===== src/rtl/core/gtp_pkg.sv =====
// Shared types, widths and constants for the go-to-point steering block.
// No dependencies; imported by every module of the block.
`default_nettype none

package gtp_pkg;

	// field widths
	localparam int POS_W   = 16;  // Q5.10 positions
	localparam int ANG_W   = 15;  // Q2.12 heading
	localparam int SPD_W   = 15;  // Q5.10 speed
	localparam int TOL_W   = 15;  // Q5.10 arrival radius
	localparam int HTOL_W  = 14;  // Q2.12 heading tolerance
	localparam int RATE_W  = 16;  // Q5.10 turn rate
	localparam int MODE_W  = 2;

	// configuration port
	localparam int CFG_IDX_W  = 3;
	localparam int CFG_DATA_W = 16;

	typedef enum logic [CFG_IDX_W-1:0] {
		REG_TARGET_X  = 3'd0,
		REG_TARGET_Y  = 3'd1,
		REG_CRUISE    = 3'd2,
		REG_DIST_TOL  = 3'd3,
		REG_HEAD_TOL  = 3'd4
	} cfg_reg_t;

	typedef enum logic [MODE_W-1:0] {
		MODE_ARRIVED = 2'd0,
		MODE_TURN    = 2'd1,
		MODE_DRIVE   = 2'd2
	} mode_t;

	// CORDIC
	localparam int CORDIC_STAGES = 16;
	localparam int ATAN_IDX_W    = 5;   // stage index width for the atan table
	localparam int DIFF_W        = POS_W + 1;
	localparam int PRESHIFT      = 12;
	localparam int CX_W          = 32;
	localparam int CZ_W          = 20;
	localparam logic signed [CZ_W-1:0] HALF_PI_Z = CZ_W'(102944);

	// arrival test
	localparam int SQ_W  = 2 * DIFF_W;
	localparam int DSQ_W = SQ_W + 1;
	localparam int TSQ_W = 2 * TOL_W;

	// heading error, Q16 radians
	localparam int ERR_W   = 21;
	localparam int ERR_SH  = 4;     // Q16 -> Q12
	localparam logic signed [ERR_W-1:0] PI_Q16     = ERR_W'(205887);
	localparam logic signed [ERR_W-1:0] TWO_PI_Q16 = ERR_W'(411775);
	localparam logic signed [ERR_W-1:0] ERR_RND    = ERR_W'(8);

	// turn rate
	localparam int E12_W     = 16;
	localparam int TURN_GAIN = 10;
	localparam int RP_W      = 22;
	localparam int RATE_SH   = 2;   // gain / 4
	localparam logic signed [RP_W-1:0] RATE_RND   = RP_W'(2);
	localparam logic signed [RP_W-1:0] RATE_LIMIT = RP_W'(32170);

	typedef struct packed {
		logic signed [CX_W-1:0]  x;
		logic signed [CX_W-1:0]  y;
		logic signed [CZ_W-1:0]  z;
		logic signed [ANG_W-1:0] theta;
		logic                    arrived;
		logic                    zero_vec;
	} cell_word_t;

	// atan(2^-i) in Q16, rounded; zero beyond i = 16
	function automatic logic signed [CZ_W-1:0] atan_q16(input logic [ATAN_IDX_W-1:0] i);
		logic signed [CZ_W-1:0] a;
		case (i)
			5'd0:    a = CZ_W'(51472);
			5'd1:    a = CZ_W'(30386);
			5'd2:    a = CZ_W'(16055);
			5'd3:    a = CZ_W'(8150);
			5'd4:    a = CZ_W'(4091);
			5'd5:    a = CZ_W'(2047);
			5'd6:    a = CZ_W'(1024);
			5'd7:    a = CZ_W'(512);
			5'd8:    a = CZ_W'(256);
			5'd9:    a = CZ_W'(128);
			5'd10:   a = CZ_W'(64);
			5'd11:   a = CZ_W'(32);
			5'd12:   a = CZ_W'(16);
			5'd13:   a = CZ_W'(8);
			5'd14:   a = CZ_W'(4);
			5'd15:   a = CZ_W'(2);
			5'd16:   a = CZ_W'(1);
			default: a = '0;
		endcase
		return a;
	endfunction

endpackage

`default_nettype wire


===== src/rtl/core/gtp_post.sv =====
// Back end: heading error, wrap and rounding, mode choice, output register.
// Two register stages plus the output register. Depends on gtp_pkg.
`default_nettype none

module gtp_post import gtp_pkg::*; (
	input  wire logic                     clk,
	input  wire logic                     arst_n,
	input  wire logic                     adv,
	input  wire logic                     in_valid,
	input  wire cell_word_t               in_word,
	input  wire logic [SPD_W-1:0]         cruise_speed,
	input  wire logic [HTOL_W-1:0]        heading_tolerance,
	output logic                          out_valid,
	output logic [SPD_W-1:0]              linear_x,
	output logic signed [RATE_W-1:0]      angular_z,
	output mode_t                         mode
);

	logic signed [ERR_W-1:0]  bear_c, err_c, wrap_c;
	logic signed [ERR_W-1:0]  err_s1;
	logic                     arr_s1, v_s1;

	logic signed [ERR_W-1:0]  rnd_c;
	logic signed [E12_W-1:0]  e12_c;
	logic [E12_W-1:0]         mag_c;
	logic signed [E12_W-1:0]  e12_s2;
	logic                     turn_s2, arr_s2, v_s2;

	logic signed [RP_W-1:0]   prod_c, rate_c;
	logic [SPD_W-1:0]         lin_c;
	logic signed [RATE_W-1:0] ang_c;
	mode_t                    mode_c;

	logic                     valid_q;
	logic [SPD_W-1:0]         linear_q;
	logic signed [RATE_W-1:0] angular_q;
	mode_t                    mode_q;

	// bearing minus heading, wrapped once into [-pi, pi]
	assign bear_c = in_word.zero_vec ? '0 : ERR_W'(in_word.z);
	assign err_c  = bear_c - (ERR_W'(in_word.theta) <<< ERR_SH);

	always_comb begin
		wrap_c = err_c;
		if (err_c > PI_Q16) begin
			wrap_c = err_c - TWO_PI_Q16;
		end else if (err_c < -PI_Q16) begin
			wrap_c = err_c + TWO_PI_Q16;
		end
	end

	// Q16 -> Q12, half away from zero
	always_comb begin
		if (!err_s1[ERR_W-1]) begin
			rnd_c = (err_s1 + ERR_RND) >>> ERR_SH;
		end else begin
			rnd_c = -((-err_s1 + ERR_RND) >>> ERR_SH);
		end
		e12_c = E12_W'(rnd_c);
		mag_c = e12_c[E12_W-1] ? E12_W'(-e12_c) : E12_W'(e12_c);
	end

	// rate = err * gain / 4, half away from zero, then clamp
	always_comb begin
		prod_c = RP_W'(e12_s2) * RP_W'(TURN_GAIN);
		if (!prod_c[RP_W-1]) begin
			rate_c = (prod_c + RATE_RND) >>> RATE_SH;
		end else begin
			rate_c = -((-prod_c + RATE_RND) >>> RATE_SH);
		end
		if (rate_c > RATE_LIMIT) begin
			rate_c = RATE_LIMIT;
		end else if (rate_c < -RATE_LIMIT) begin
			rate_c = -RATE_LIMIT;
		end
	end

	always_comb begin
		lin_c  = '0;
		ang_c  = '0;
		mode_c = MODE_ARRIVED;
		if (arr_s2) begin
			mode_c = MODE_ARRIVED;
		end else if (turn_s2) begin
			ang_c  = RATE_W'(rate_c);
			mode_c = MODE_TURN;
		end else begin
			lin_c  = cruise_speed;
			mode_c = MODE_DRIVE;
		end
	end

	always_ff @(posedge clk or negedge arst_n) begin
		if (!arst_n) begin
			v_s1    <= 1'b0;
			v_s2    <= 1'b0;
			valid_q <= 1'b0;
		end else if (adv) begin
			v_s1    <= in_valid;
			v_s2    <= v_s1;
			valid_q <= v_s2;
		end
	end

	always_ff @(posedge clk) begin
		if (adv) begin
			err_s1    <= wrap_c;
			arr_s1    <= in_word.arrived;
			e12_s2    <= e12_c;
			turn_s2   <= mag_c > E12_W'(heading_tolerance);
			arr_s2    <= arr_s1;
			linear_q  <= lin_c;
			angular_q <= ang_c;
			mode_q    <= mode_c;
		end
	end

	assign out_valid = valid_q;
	assign linear_x  = linear_q;
	assign angular_z = angular_q;
	assign mode      = mode_q;

endmodule

`default_nettype wire


===== config.mk =====
export PLATFORM = sky130hd
export DESIGN_NAME = gtp_post
export DESIGN_NICKNAME = d
export VERILOG_FILES = /design/src/rtl/core/gtp_pkg.sv /design/src/rtl/core/gtp_post.sv
export SDC_FILE = /design/constraint.sdc
export NUM_CORES = 1
export LEC_CHECK = 0
export BUFFER_PORTS_ARGS = -buffer_cell sky130_fd_sc_hd__buf_2
export CAP_MARGIN = 20
export CORE_MARGIN = 2
export CORE_UTILIZATION = 54
export DETAILED_ROUTE_END_ITERATION = 8
export PLACE_DENSITY = 0.78
export SLEW_MARGIN = 20
export SYNTH_ARGS = -nofsm -noshare
export SYNTH_HDL_FRONTEND = slang
export SYNTH_SLANG_ARGS = --single-unit

===== constraint.sdc =====
create_clock -name clk -period 14.3 [get_ports clk]
set_input_delay 2.86 -clock clk [delete_from_list [all_inputs] [get_ports clk]]
set_output_delay 2.86 -clock clk [all_outputs]
set_load 0.05 [all_outputs]

# == Word level (Yosys, flattened, before mapping) ==
# Index checks and enable logic that the tools add are counted.
# word_totals
regBits,76
output_inout_bits,34
elab_cells,45
# op_classes
n_addsub,12
n_mul,1
order_cmp,5
muxes,9
bitwise_logic,1
n_reduce_logical,4
# ops
operator,count
$mux W21,3
$mux W16,3
$add A20 B5 Y20 const B,2
$neg A16 Y16,2
$add A21 B3 Y22 const B,1
$add A22 B3 Y22 const B,1
$gt A22 B16 Y1 const B,1
$lt A22 B16 Y1 const B,1
$mux W22,1
$neg A20 Y22,1
$neg A21 Y22,1
$add A21 B20 Y21 const B,1
$gt A21 B19 Y1 const B,1
$lt A21 B19 Y1 const B,1
$sub A21 B19 Y21,1
$sub A21 B20 Y21 const B,1
$mul A16 B4 Y20 const B,1
$neg A20 Y20,1
$gt A16 B14 Y1,1
$mux W15,1
$reduce_or A2 Y1,2
$reduce_or A4 Y1,1
$reduce_or A3 Y1,1
$mux W2,1
$not A1 Y1,1

# == Longest topological paths before layout ==
# Gate-level depths: netlist of run 1.
# logic_depth
depth_word,8
ltp_mapped,28
ltp_nobuf,28

# == Worst setup path after synthesis of run 1 ==
# No wires, ideal clock.
# synth_path
kind,input to register
from,input in_word[0] (netlist bit)
to,"register err_s1[18], data pin"
setup_ns,0.269
t_arrival_ns,6.788
t_required_ns,14.031
setup_slack_ns,7.243
cell_stages,20
n_path_buf,4
cell_sequence,clkbuf_1 clkbuf_1 nand2b_1 ha_1 inv_1 fa_1 a21o_1 a21oi_1 o21bai_1 a21oi_1 o21ai_0 a2111oi_0 nand3b_1 a211oi_1 nor3_1 o31a_1 clkbuf_1 clkbuf_1 a22oi_1 xnor2_1
# synth_via
elab_chain_len,5
elab_cells_between_ends,8
cone_classes,add/sub: 3; order compare: 2; mux: 3
# synth_lines
item,line,text
"start, declared",gtp_post.sv:10,"input wire cell_word_t in_word,"
$mux W21 (*),gtp_post.sv:40,assign bear_c = in_word.zero_vec ? '0 : ERR_W'(in_word.z);
$sub A21 B19 Y21 (*),gtp_post.sv:41,assign err_c = bear_c - (ERR_W'(in_word.theta) <<< ERR_SH);
$add A21 B20 Y21 or $lt A21 B19 Y1 (tied branches),"gtp_post.sv:48, gtp_post.sv:47",
$mux W21,gtp_post.sv:47,end else if (err_c < -PI_Q16) begin
$mux W21 (*),gtp_post.sv:45,if (err_c > PI_Q16) begin
via wrap_c[18],gtp_post.sv:19,"logic signed [ERR_W-1:0] bear_c, err_c, wrap_c;"
"end signal, assigned",gtp_post.sv:107,err_s1 <= wrap_c;
"end, declared",gtp_post.sv:20,logic signed [ERR_W-1:0] err_s1;
# Mark *: on every way through the listed nets, which the timed path passes. The rest lies on a longest branch.
# A chain may end at the register's enable or synchronous reset.

# == Worst setup path after layout of run 1 ==
# layout_path
from,input in_word[0] (netlist bit)
to,"register err_s1[6], data pin"
# Same word-level chain as after synthesis.

==> results.py, run 1 <==
metrics = {
    "timing": {
        "fmax_ghz": 0.139,
        "slew_viol_final": 0,
        "slew_headroom_pct": 34.4,
        "setup_viol": 0,
        "tns_ps": 0,
        "rsz0062_at_grt": "false",
        "hold_viol": 0,
        "fin_skew_ps": 9.07,
        "worst_pin_slew_ps": 984,
        "fin_crit_ps": 7210,
        "fin_crit_sh_pct": 50.4,
    },
    "yosys": {
        "synthArstFlopShare_pct": 3.95,
        "netlist_area_um2": 9330,
        "ys_seq_area_share_pct": 24.3,
        "yosys_register_bits": 76,
        "synth_top_flop_cell": "edfxtp_1",
        "syn_nets": 1328,
        "syn-instance-count": 1122,
        "synth_top_area_share_pct": 23.5,
        "syn-mean-instance-area_um2": 8.32,
        "yosysTopAreaCell": "edfxtp_1",
        "synth_common_cells": "nor2_1 (97), nand2_1 (74), edfxtp_1 (73)",
        "synth.most_common_cell": "nor2_1",
        "synth.area.top_cells": "edfxtp_1 (23%), ha_1 (9.4%), xnor2_1 (6.0%)",
        "synth_cell_types": 102,
        "synth_edf_count": 73,
        "ys.warnings.count": 0,
    },
    "clock_tree": {
        "cts_root_buf": "clkbuf_16",
        "postCtsHoldBufs": 0,
        "clock_sinks": 76,
        "cts_tree": "done",
        "numCtsBuffers": 9,
        "cts_setup_buffers": 0,
        "cts.path.max_buffers": 2,
        "cts-resized-gates": 0,
        "insertion_delay_ps": 350,
        "clk_pin_slew_worst_paths_ps": 60,
        "htreeDepth": 3,
    },
    "route": {
        "drc": 0,
        "vias_per_cell": 6.17,
        "finalWirelength_mm": 22.5,
        "wl_per_cell_um": 15.8,
        "antenna_left": 0,
        "drtIter0Drc": 681,
        "dr.pass1.iters": 5,
        "vias": 8792,
    },
    "grt": {
        "grt_overflow": 0,
        "grt_pass1_vias": 7890,
        "grt_pass1_wl_mm": 37.2,
        "antenna_found_initial": 0,
        "grt_start_max_net_pins": 77,
        "grt.total_usage_pct": 24.3,
    },
    "floorplan": {
        "start_util_pct": 54.5,
        "dieWidth_um": 135,
        "design.core.area_um2": 17100,
        "core.rowCount": 48,
        "dieArea_um2": 18300,
        "num_io_pins": 168,
        "die_h_um": 135,
    },
    "final_layout": {
        "fin_util_pct": 59.9,
        "antenna_cells": 0,
        "fin_area_um2": 10200,
        "fin_nets": 1401,
        "area_growth_pct": 9.82,
        "drive_gt1_share_pct": 15.1,
    },
    "power_and_ir_drop": {
        "power.leakage_uw": 0.00412,
        "p_total_uw": 1990,
        "p_per_area_nw_per_um2": 195,
        "ir_drop_mv": 0.0985,
    },
    "setup_path": {
        "crit_fanout": 23,
        "crit_required_ps": 14380,
        "start_kind": "primary input",
        "cp_data_arrival_time_ps": 7290,
        "end_kind": "flop",
        "worstSetupPathType": "primary input to flop",
    },
    "worst_hold_path": {
        "hold_class": "flop to flop",
    },
    "placement": {
        "place.gp.congestion": 0.946,
        "place_area_um2": 9940,
        "dpl.hpwl_mm": 17.4,
        "port_buffers": 103,
    },
    "status": {
        "status": "complete, no violations",
    },
    "run": {
        "maxCapViolations": 0,
    },
}
-- power by group --
group          total (uW)  switching [uW]  leakage [uW]  internal (uW)
Sequential            354            46.3      0.000762            308
Clock                 235            97.7      0.000143            138
Combinational        1410             881       0.00321            524
Total                1990            1030       0.00412            969
-- layer usage --
metal	global-route usage (%)	up-vias	wire, um
met2	41.3	262	11000
met5	0	-	0
li1	-	4388	-
met4	7.35	0	397
met3	2.84	39	1070
met1	32.6	4103	10000
-- area by class of cell --
cell class | count | area (um2)
clock buffers | 9 | 225
flip-flops and latches | 76 | 2270
multi-input cells | 939 | 6620
fillers | 1507 | 6870
well taps | 225 | 282
inverters | 64 | 240
clock inverters | 7 | 80.1
repair buffers | 105 | 533
-- stage by stage --
stage	cells	hold slack [ps]	setup WS, ps
2_1_floorplan	1122	400	7240
3_3_place_gp	1409	406	6900
3_5_place_dp	1409	408	6770
4_1_cts	1425	423	7140
5_1_grt	1425	426	6630
6_report	1425	420	7090
-- state kept, by name, indices dropped and copies added (netlist names) --
signal	cells
arr_s2	1
turn_s2	1
out_valid	1
linear_x	15
e12_s2	16
mode	2
arr_s1	1
angular_z	16
err_s1	21
v_s1	1
v_s2	1
-- cell families (layout without fill, tap and decap cells) --
| logic type | after synthesis | in the layout | share of synthesized area, % |
|---|---|---|---|
| buffers and inverters | 107 | 185 | 4.76 |
| XOR/XNOR | 92 | 92 | 9.17 |
| flip-flops | 76 | 76 | 24.3 |
| AND/OR/NAND/NOR | 432 | 432 | 24.9 |
| AO/OA/AOI/OAI | 324 | 324 | 24.9 |
| multiplexers | 18 | 18 | 2.07 |
| adder cells (fa/ha/maj) | 73 | 73 | 9.92 |
-- final timing paths --
kind	start	end	slack, ps	depth (start not counted)
hold reg to reg	arr_s1	arr_s2	420	0
min in group asynchronous	arst_n	v_s2	2290	1
setup / recovery	in_word[0]	err_s1[6]	7090	18
setup reg to reg	e12_s2[1]	angular_z[4]	8210	16
hold / removal	arr_s1	arr_s2	420	0
max in group asynchronous	arst_n	v_s1	11890	1
-- worst max-delay path, cell delays in order --
cell	delay [ps]
buf_2	310
nand2b_1	160
ha_1	150
inv_1	50
fa_1	430
a21o_1	190
a21oi_1	210
o21bai_1	90
a21oi_1	280
o21ai_0	230
a2111oi_0	500
nand3b_1	300
a211oi_1	90
nor3_1	170
o31a_1	600
inv_1	270
o22a_1	280
xnor2_1	120
-- cell usage in the layout (no fill, tap or decap), drive strengths merged, types with 45 or more instances in the layout --
cell    count
ha         70
nor3       45
nor2       98
buf       105
o21ai      56
xnor2      65
nand2      74
a21oi      71
inv        68
edfxtp     73
No activity file was read; power rests on OpenSTA's default activity.
==> inputs of run 2 (changes only) <==
- clock period: 14.3 -> 7.5 ns (I/O delays scaled with it)
==> results.py, run 2 (synthesis results as in run 1) <==
metrics = {
    "final_layout": {
        "largest_reg_flops": 21,
        "mostFrequentLayoutCell": "buf_2",
        "antenna_cells": 0,
        "drive_gt1_share_pct": 15.0,
        "final_cell_mix": "buf_2 (102), nor2_1 (97), nand2_1 (74)",
        "regMostFlops": "err_s1",
        "area_growth_pct": 9.83,
        "fin_nets": 1400,
    },
    "status": {
        "status": "complete, no violations",
    },
    "power_and_ir_drop": {
        "cellInternalPower_uw": 1850,
        "seqPwrFrac_pct": 17.8,
        "p_clk_share_pct": 12.2,
        "ir_drop_mv": 0.181,
        "power.switching_uw": 1940,
        "power.leakage_uw": 0.00412,
        "combinationalPowerShare_pct": 70.0,
        "p_per_area_nw_per_um2": 370,
        "p_total_uw": 3790,
        "swShare_pct": 51.2,
    },
    "setup_path": {
        "start_kind": "flop",
        "worstSetupPathType": "flop to flop",
        "cp_data_arrival_time_ps": 6360,
        "crit_fanout": 13,
        "crit_required_ps": 7550,
        "end_kind": "flop",
    },
    "clock_tree": {
        "cts_root_buf": "clkbuf_16",
        "clk_pin_slew_worst_paths_ps": 70,
        "insertion_delay_ps": 350,
        "cts_setup_buffers": 0,
        "clock_sinks": 76,
        "htreeDepth": 3,
        "cts.path.max_buffers": 2,
        "cts_tree": "done",
        "cts-resized-gates": 0,
        "numCtsBuffers": 9,
        "postCtsHoldBufs": 0,
    },
    "floorplan": {
        "core.rowCount": 48,
        "die_h_um": 135,
        "design.core.area_um2": 17100,
        "dieWidth_um": 135,
        "num_io_pins": 168,
        "start_util_pct": 54.5,
        "dieArea_um2": 18300,
    },
    "timing": {
        "slew_viol_final": 0,
        "fin_skew_ps": 9.22,
        "setup_viol": 0,
        "hold_viol": 0,
        "fmax_ghz": 0.159,
        "fin_crit_ps": 6310,
        "rsz0062_at_grt": "false",
        "worst_pin_slew_ps": 1010,
        "tns_ps": 0,
        "slew_headroom_pct": 32.3,
        "fin_crit_sh_pct": 84.1,
        "timing.hold.ws_ps": 423,
    },
    "route": {
        "finalWirelength_mm": 22.2,
        "drc": 0,
        "vias": 8720,
        "dr.pass1.iters": 5,
        "wl_per_cell_um": 15.6,
        "vias_per_cell": 6.12,
        "antenna_left": 0,
        "drtIter0Drc": 627,
    },
    "grt": {
        "grt_start_max_net_pins": 77,
        "grt_pass1_wl_mm": 36.7,
        "grt_pass1_vias": 7782,
        "antenna_found_initial": 0,
        "grt_overflow": 0,
        "grt.total_usage_pct": 24.2,
    },
    "run": {
        "maxCapViolations": 0,
    },
    "placement": {
        "place.gp.congestion": 0.935,
        "dpl.hpwl_mm": 17.3,
        "port_buffers": 103,
    },
    "worst_hold_path": {
        "hold_class": "flop to flop",
    },
}
run 2: final timing paths:
path,endpoint,slack (ps),cells after the start,startpoint
max,turn_s2,1190,27,err_s1[4]
min,arr_s2,420,0,arr_s1
max reg2reg,turn_s2,1190,27,err_s1[4]
min reg2reg,arr_s2,420,0,arr_s1
max in group asynchronous,out_valid,6470,1,arst_n
min in group asynchronous,v_s1,930,1,arst_n
run 2: cell type report:
| type | instances | area [um2] |
|---|---|---|
| clock buffer | 9 | 225 |
| clock inverter | 7 | 88.8 |
| fill | 1513 | 6870 |
| inverter | 64 | 240 |
| multi-input combinational | 939 | 6620 |
| sequential | 76 | 2270 |
| tap | 225 | 282 |
| timing repair buffer | 104 | 526 |
run 2: through the flow:
step | instances | instance area (um2) | utilization, % | worst slack, ps
floorplan | 1122 | 9330 | - | 1800
global placement | 1408 | 9930 | 58.0 | 1320
detailed placement | 1408 | 9930 | 58.0 | 1250
CTS | 1424 | 10200 | 59.9 | 1190
global route | 1424 | 10200 | 59.9 | 535
finish | 1424 | 10200 | 59.9 | 1190
run 2: layer usage:
metal  global-route usage [%]  part of all wire [%]  vias up  wire length, um
met5                        0                     0        -                0
met4                     6.71                   1.4        0              302
met3                     2.13                   5.0       21             1120
met2                     41.6                    49      245            10800
met1                     32.6                    45     4072             9970
li1                         -                     -     4382                -
run 2: critical path: stages, from the launching register on:
cell and delay [ps]:
edfxtp_1 490, inv_1 270, ha_1 190, nor4b_2 380
o21ai_0 290, o21bai_1 240, a21oi_1 160, o21ai_1 200
o21bai_1 260, a2111oi_0 420, o21ai_0 130, o21ai_0 140
xnor2_1 470, inv_1 240, o21ai_0 260, ha_1 270
nor2b_1 130, o21ai_0 130, nand2b_1 70, a21oi_1 140
nor2_1 50, a211oi_1 240, o21ai_0 110, a21o_1 170
a21oi_1 130, nor2_1 80, a21oi_1 140, nand3_1 190
run 2: power by group through the flow:
stage | registers, uW | clock network, uW | logic, uW
after floorplan | 733 | 0 | 2060
after global placement | 681 | 0 | 2540
after detailed placement | 683 | 0 | 2600
after CTS | 674 | 467 | 2620
after global routing | 689 | 482 | 2930
final | 675 | 460 | 2650
==> inputs of run 3 (changes only) <==
- ABC_AREA: not set -> 1
- CORE_UTILIZATION: 54 -> 53
- PLACE_DENSITY: 0.78 -> 0.79
- clock period: 7.5 -> 5.8 ns (I/O delays scaled with it)
==> results.py, run 3 <==
metrics = {
    "status": {
        "status": "complete, no violations",
    },
    "yosys": {
        "synthArstFlopShare_pct": 3.95,
        "synth_top_flop_cell": "edfxtp_1",
        "synth_top_area_share_pct": 22.4,
        "synth_cell_types": 53,
        "synth.most_common_cell": "nand2_1",
        "netlist_area_um2": 9780,
        "syn-mean-instance-area_um2": 6.26,
        "yosys_register_bits": 76,
        "syn-instance-count": 1562,
        "yosysTopAreaCell": "edfxtp_1",
        "synth.area.top_cells": "edfxtp_1 (22%), nand2_1 (17%), inv_1 (9.1%)",
        "synth_edf_count": 73,
        "ys.warnings.count": 0,
        "syn_nets": 1768,
        "ys_seq_area_share_pct": 23.2,
        "synth_common_cells": "nand2_1 (441), inv_1 (238), nor2_1 (189)",
    },
    "timing": {
        "hold_viol": 0,
        "tns_ps": 0,
        "slew_headroom_pct": 47.2,
        "rsz0062_at_grt": "false",
        "fmax_ghz": 0.206,
        "worst_pin_slew_ps": 792,
        "slew_viol_final": 0,
        "setup_viol": 0,
        "timing.hold.ws_ps": 455,
        "fin_crit_sh_pct": 83.7,
        "fin_skew_ps": 11.7,
        "fin_crit_ps": 4850,
    },
    "power_and_ir_drop": {
        "power.leakage_uw": 0.00558,
        "p_per_area_nw_per_um2": 496,
        "ir_drop_mv": 0.272,
    },
    "final_layout": {
        "antenna_cells": 0,
        "regMostFlops": "err_s1",
        "area_growth_pct": 10.2,
        "final_cell_mix": "nand2_1 (441), inv_1 (238), nor2_1 (189)",
        "fin_nets": 1867,
        "mostFrequentLayoutCell": "nand2_1",
        "drive_gt1_share_pct": 12.4,
        "largest_reg_flops": 21,
        "fin_util_pct": 59.8,
        "stdcell_count": 1895,
    },
    "floorplan": {
        "dieArea_um2": 19600,
        "dieWidth_um": 140,
        "num_io_pins": 168,
        "design.core.area_um2": 18000,
        "die_h_um": 140,
        "start_util_pct": 54.3,
        "core.rowCount": 49,
    },
    "setup_path": {
        "critPathMaxStageDelay_ps": 450,
        "cp_data_arrival_time_ps": 4890,
        "end_kind": "flop",
        "reg2reg_slack_ps": 950,
        "crit_fanout": 9,
        "worstSetupPathType": "flop to flop",
        "rr_endpoint": "turn_s2",
        "crit_buf_inv": 4,
        "worstReg2RegStart": "err_s1[4]",
        "rr_worst_depth": 28,
        "crit_required_ps": 5840,
        "start_kind": "flop",
        "crit_family": "simple AND/OR/NAND/NOR gates",
        "slowest_stage": "edfxtp_1",
    },
    "clock_tree": {
        "cts_root_buf": "clkbuf_16",
        "cts_setup_buffers": 0,
        "htreeDepth": 3,
        "cts-resized-gates": 0,
        "postCtsHoldBufs": 0,
        "clock_sinks": 76,
        "clk_pin_slew_worst_paths_ps": 70,
        "numCtsBuffers": 9,
        "cts.path.max_buffers": 2,
        "insertion_delay_ps": 350,
        "cts_tree": "done",
    },
    "grt": {
        "antenna_found_initial": 0,
        "grt.total_usage_pct": 23.7,
        "grt_overflow": 0,
        "grt_pass1_vias": 9095,
        "grt_pass1_wl_mm": 39.7,
        "grt_start_max_net_pins": 43,
    },
    "route": {
        "dr.pass1.iters": 5,
        "vias_per_cell": 5.24,
        "vias": 9933,
        "drc": 0,
        "wl_per_cell_um": 12.1,
        "drtIter0Drc": 644,
        "finalWirelength_mm": 23.0,
        "antenna_left": 0,
    },
    "worst_hold_path": {
        "min_to": "arr_s2",
        "whs_path_depth": 0,
        "hold_class": "flop to flop",
        "worstHoldStart": "arr_s1",
    },
    "placement": {
        "port_buffers": 103,
        "dp_cells": 1879,
        "place.gp.congestion": 0.949,
        "dpl.hpwl_mm": 18.7,
    },
    "run": {
        "maxCapViolations": 0,
    },
}
## run 3: cell types whose count changed after synthesis, sizes merged, moves of 21 or more
| cell | before | now |
|---|---|---|
| xnor2 | 65 | 14 |
| a21o | 22 | 1 |
| nor2b | 24 | 0 |
| nand3 | 42 | 128 |
| nand2 | 74 | 472 |
| and2 | 26 | 3 |
| o21ai | 56 | 93 |
| inv | 64 | 254 |
| xor2 | 25 | 65 |
| nor2 | 98 | 207 |
| clkbuf | 29 | 7 |
## run 3: area by class of cell
class | count | area (um2)
fill | 1750 | 7240
multi-input combinational | 1212 | 6450
sequential | 76 | 2270
inverter | 256 | 961
timing repair buffer | 106 | 538
tap | 229 | 287
clock buffer | 9 | 225
clock inverter | 7 | 58.8
## run 3: worst max path at each step
| stage | startpoint | slack, ps | to | depth (start not counted) |
|---|---|---|---|---|
| after global routing | e12_s2[1] | 530 | angular_z[2] | 24 |
| after CTS | err_s1[4] | 950 | turn_s2 | 28 |
| final | err_s1[4] | 950 | turn_s2 | 28 |
| after detailed placement | in_word[0] | 840 | err_s1[11] | 21 |
| after floorplan | in_word[0] | 1390 | err_s1[14] | 21 |
| after global placement | in_word[0] | 950 | err_s1[18] | 21 |
## run 3: where the power goes
| part | total [uW] | switching, uW | leakage [uW] | internal [uW] |
|---|---|---|---|---|
| registers | 879 | 94.4 | 0.000759 | 784 |
| logic | 3920 | 2710 | 0.00468 | 1210 |
| clock network | 544 | 247 | 0.000139 | 297 |
## run 3: cell families after synthesis
family          Yosys count  share of synthesized area [%]
buf+inv                 274                           10.9
fa+ha+maj                72                           9.36
flops                    76                           23.2
xor+xnor                 79                           7.15
simple gates            874                           38.8
compound gates          186                           10.5
mux                       1                          0.115
## run 3: routing by layer
metal | routed length [um] | up-vias | track usage, %
met5 | 0 | - | 0
met4 | 664 | 0 | 8.11
met3 | 815 | 46 | 2.51
met2 | 11700 | 234 | 43.7
met1 | 9840 | 4430 | 28.7
li1 | - | 5223 | -
## run 3: per-stage QoR
| stage | power (uW) | cell area [um2] | setup slack, ps |
|---|---|---|---|
| after floorplan | 4020 | 9780 | 1390 |
| after global placement | 4650 | 10500 | 948 |
| after detailed placement | 4760 | 10500 | 841 |
| after CTS | 5330 | 10800 | 948 |
| after global routing | 5930 | 10800 | 527 |
| final | 5350 | 10800 | 948 |
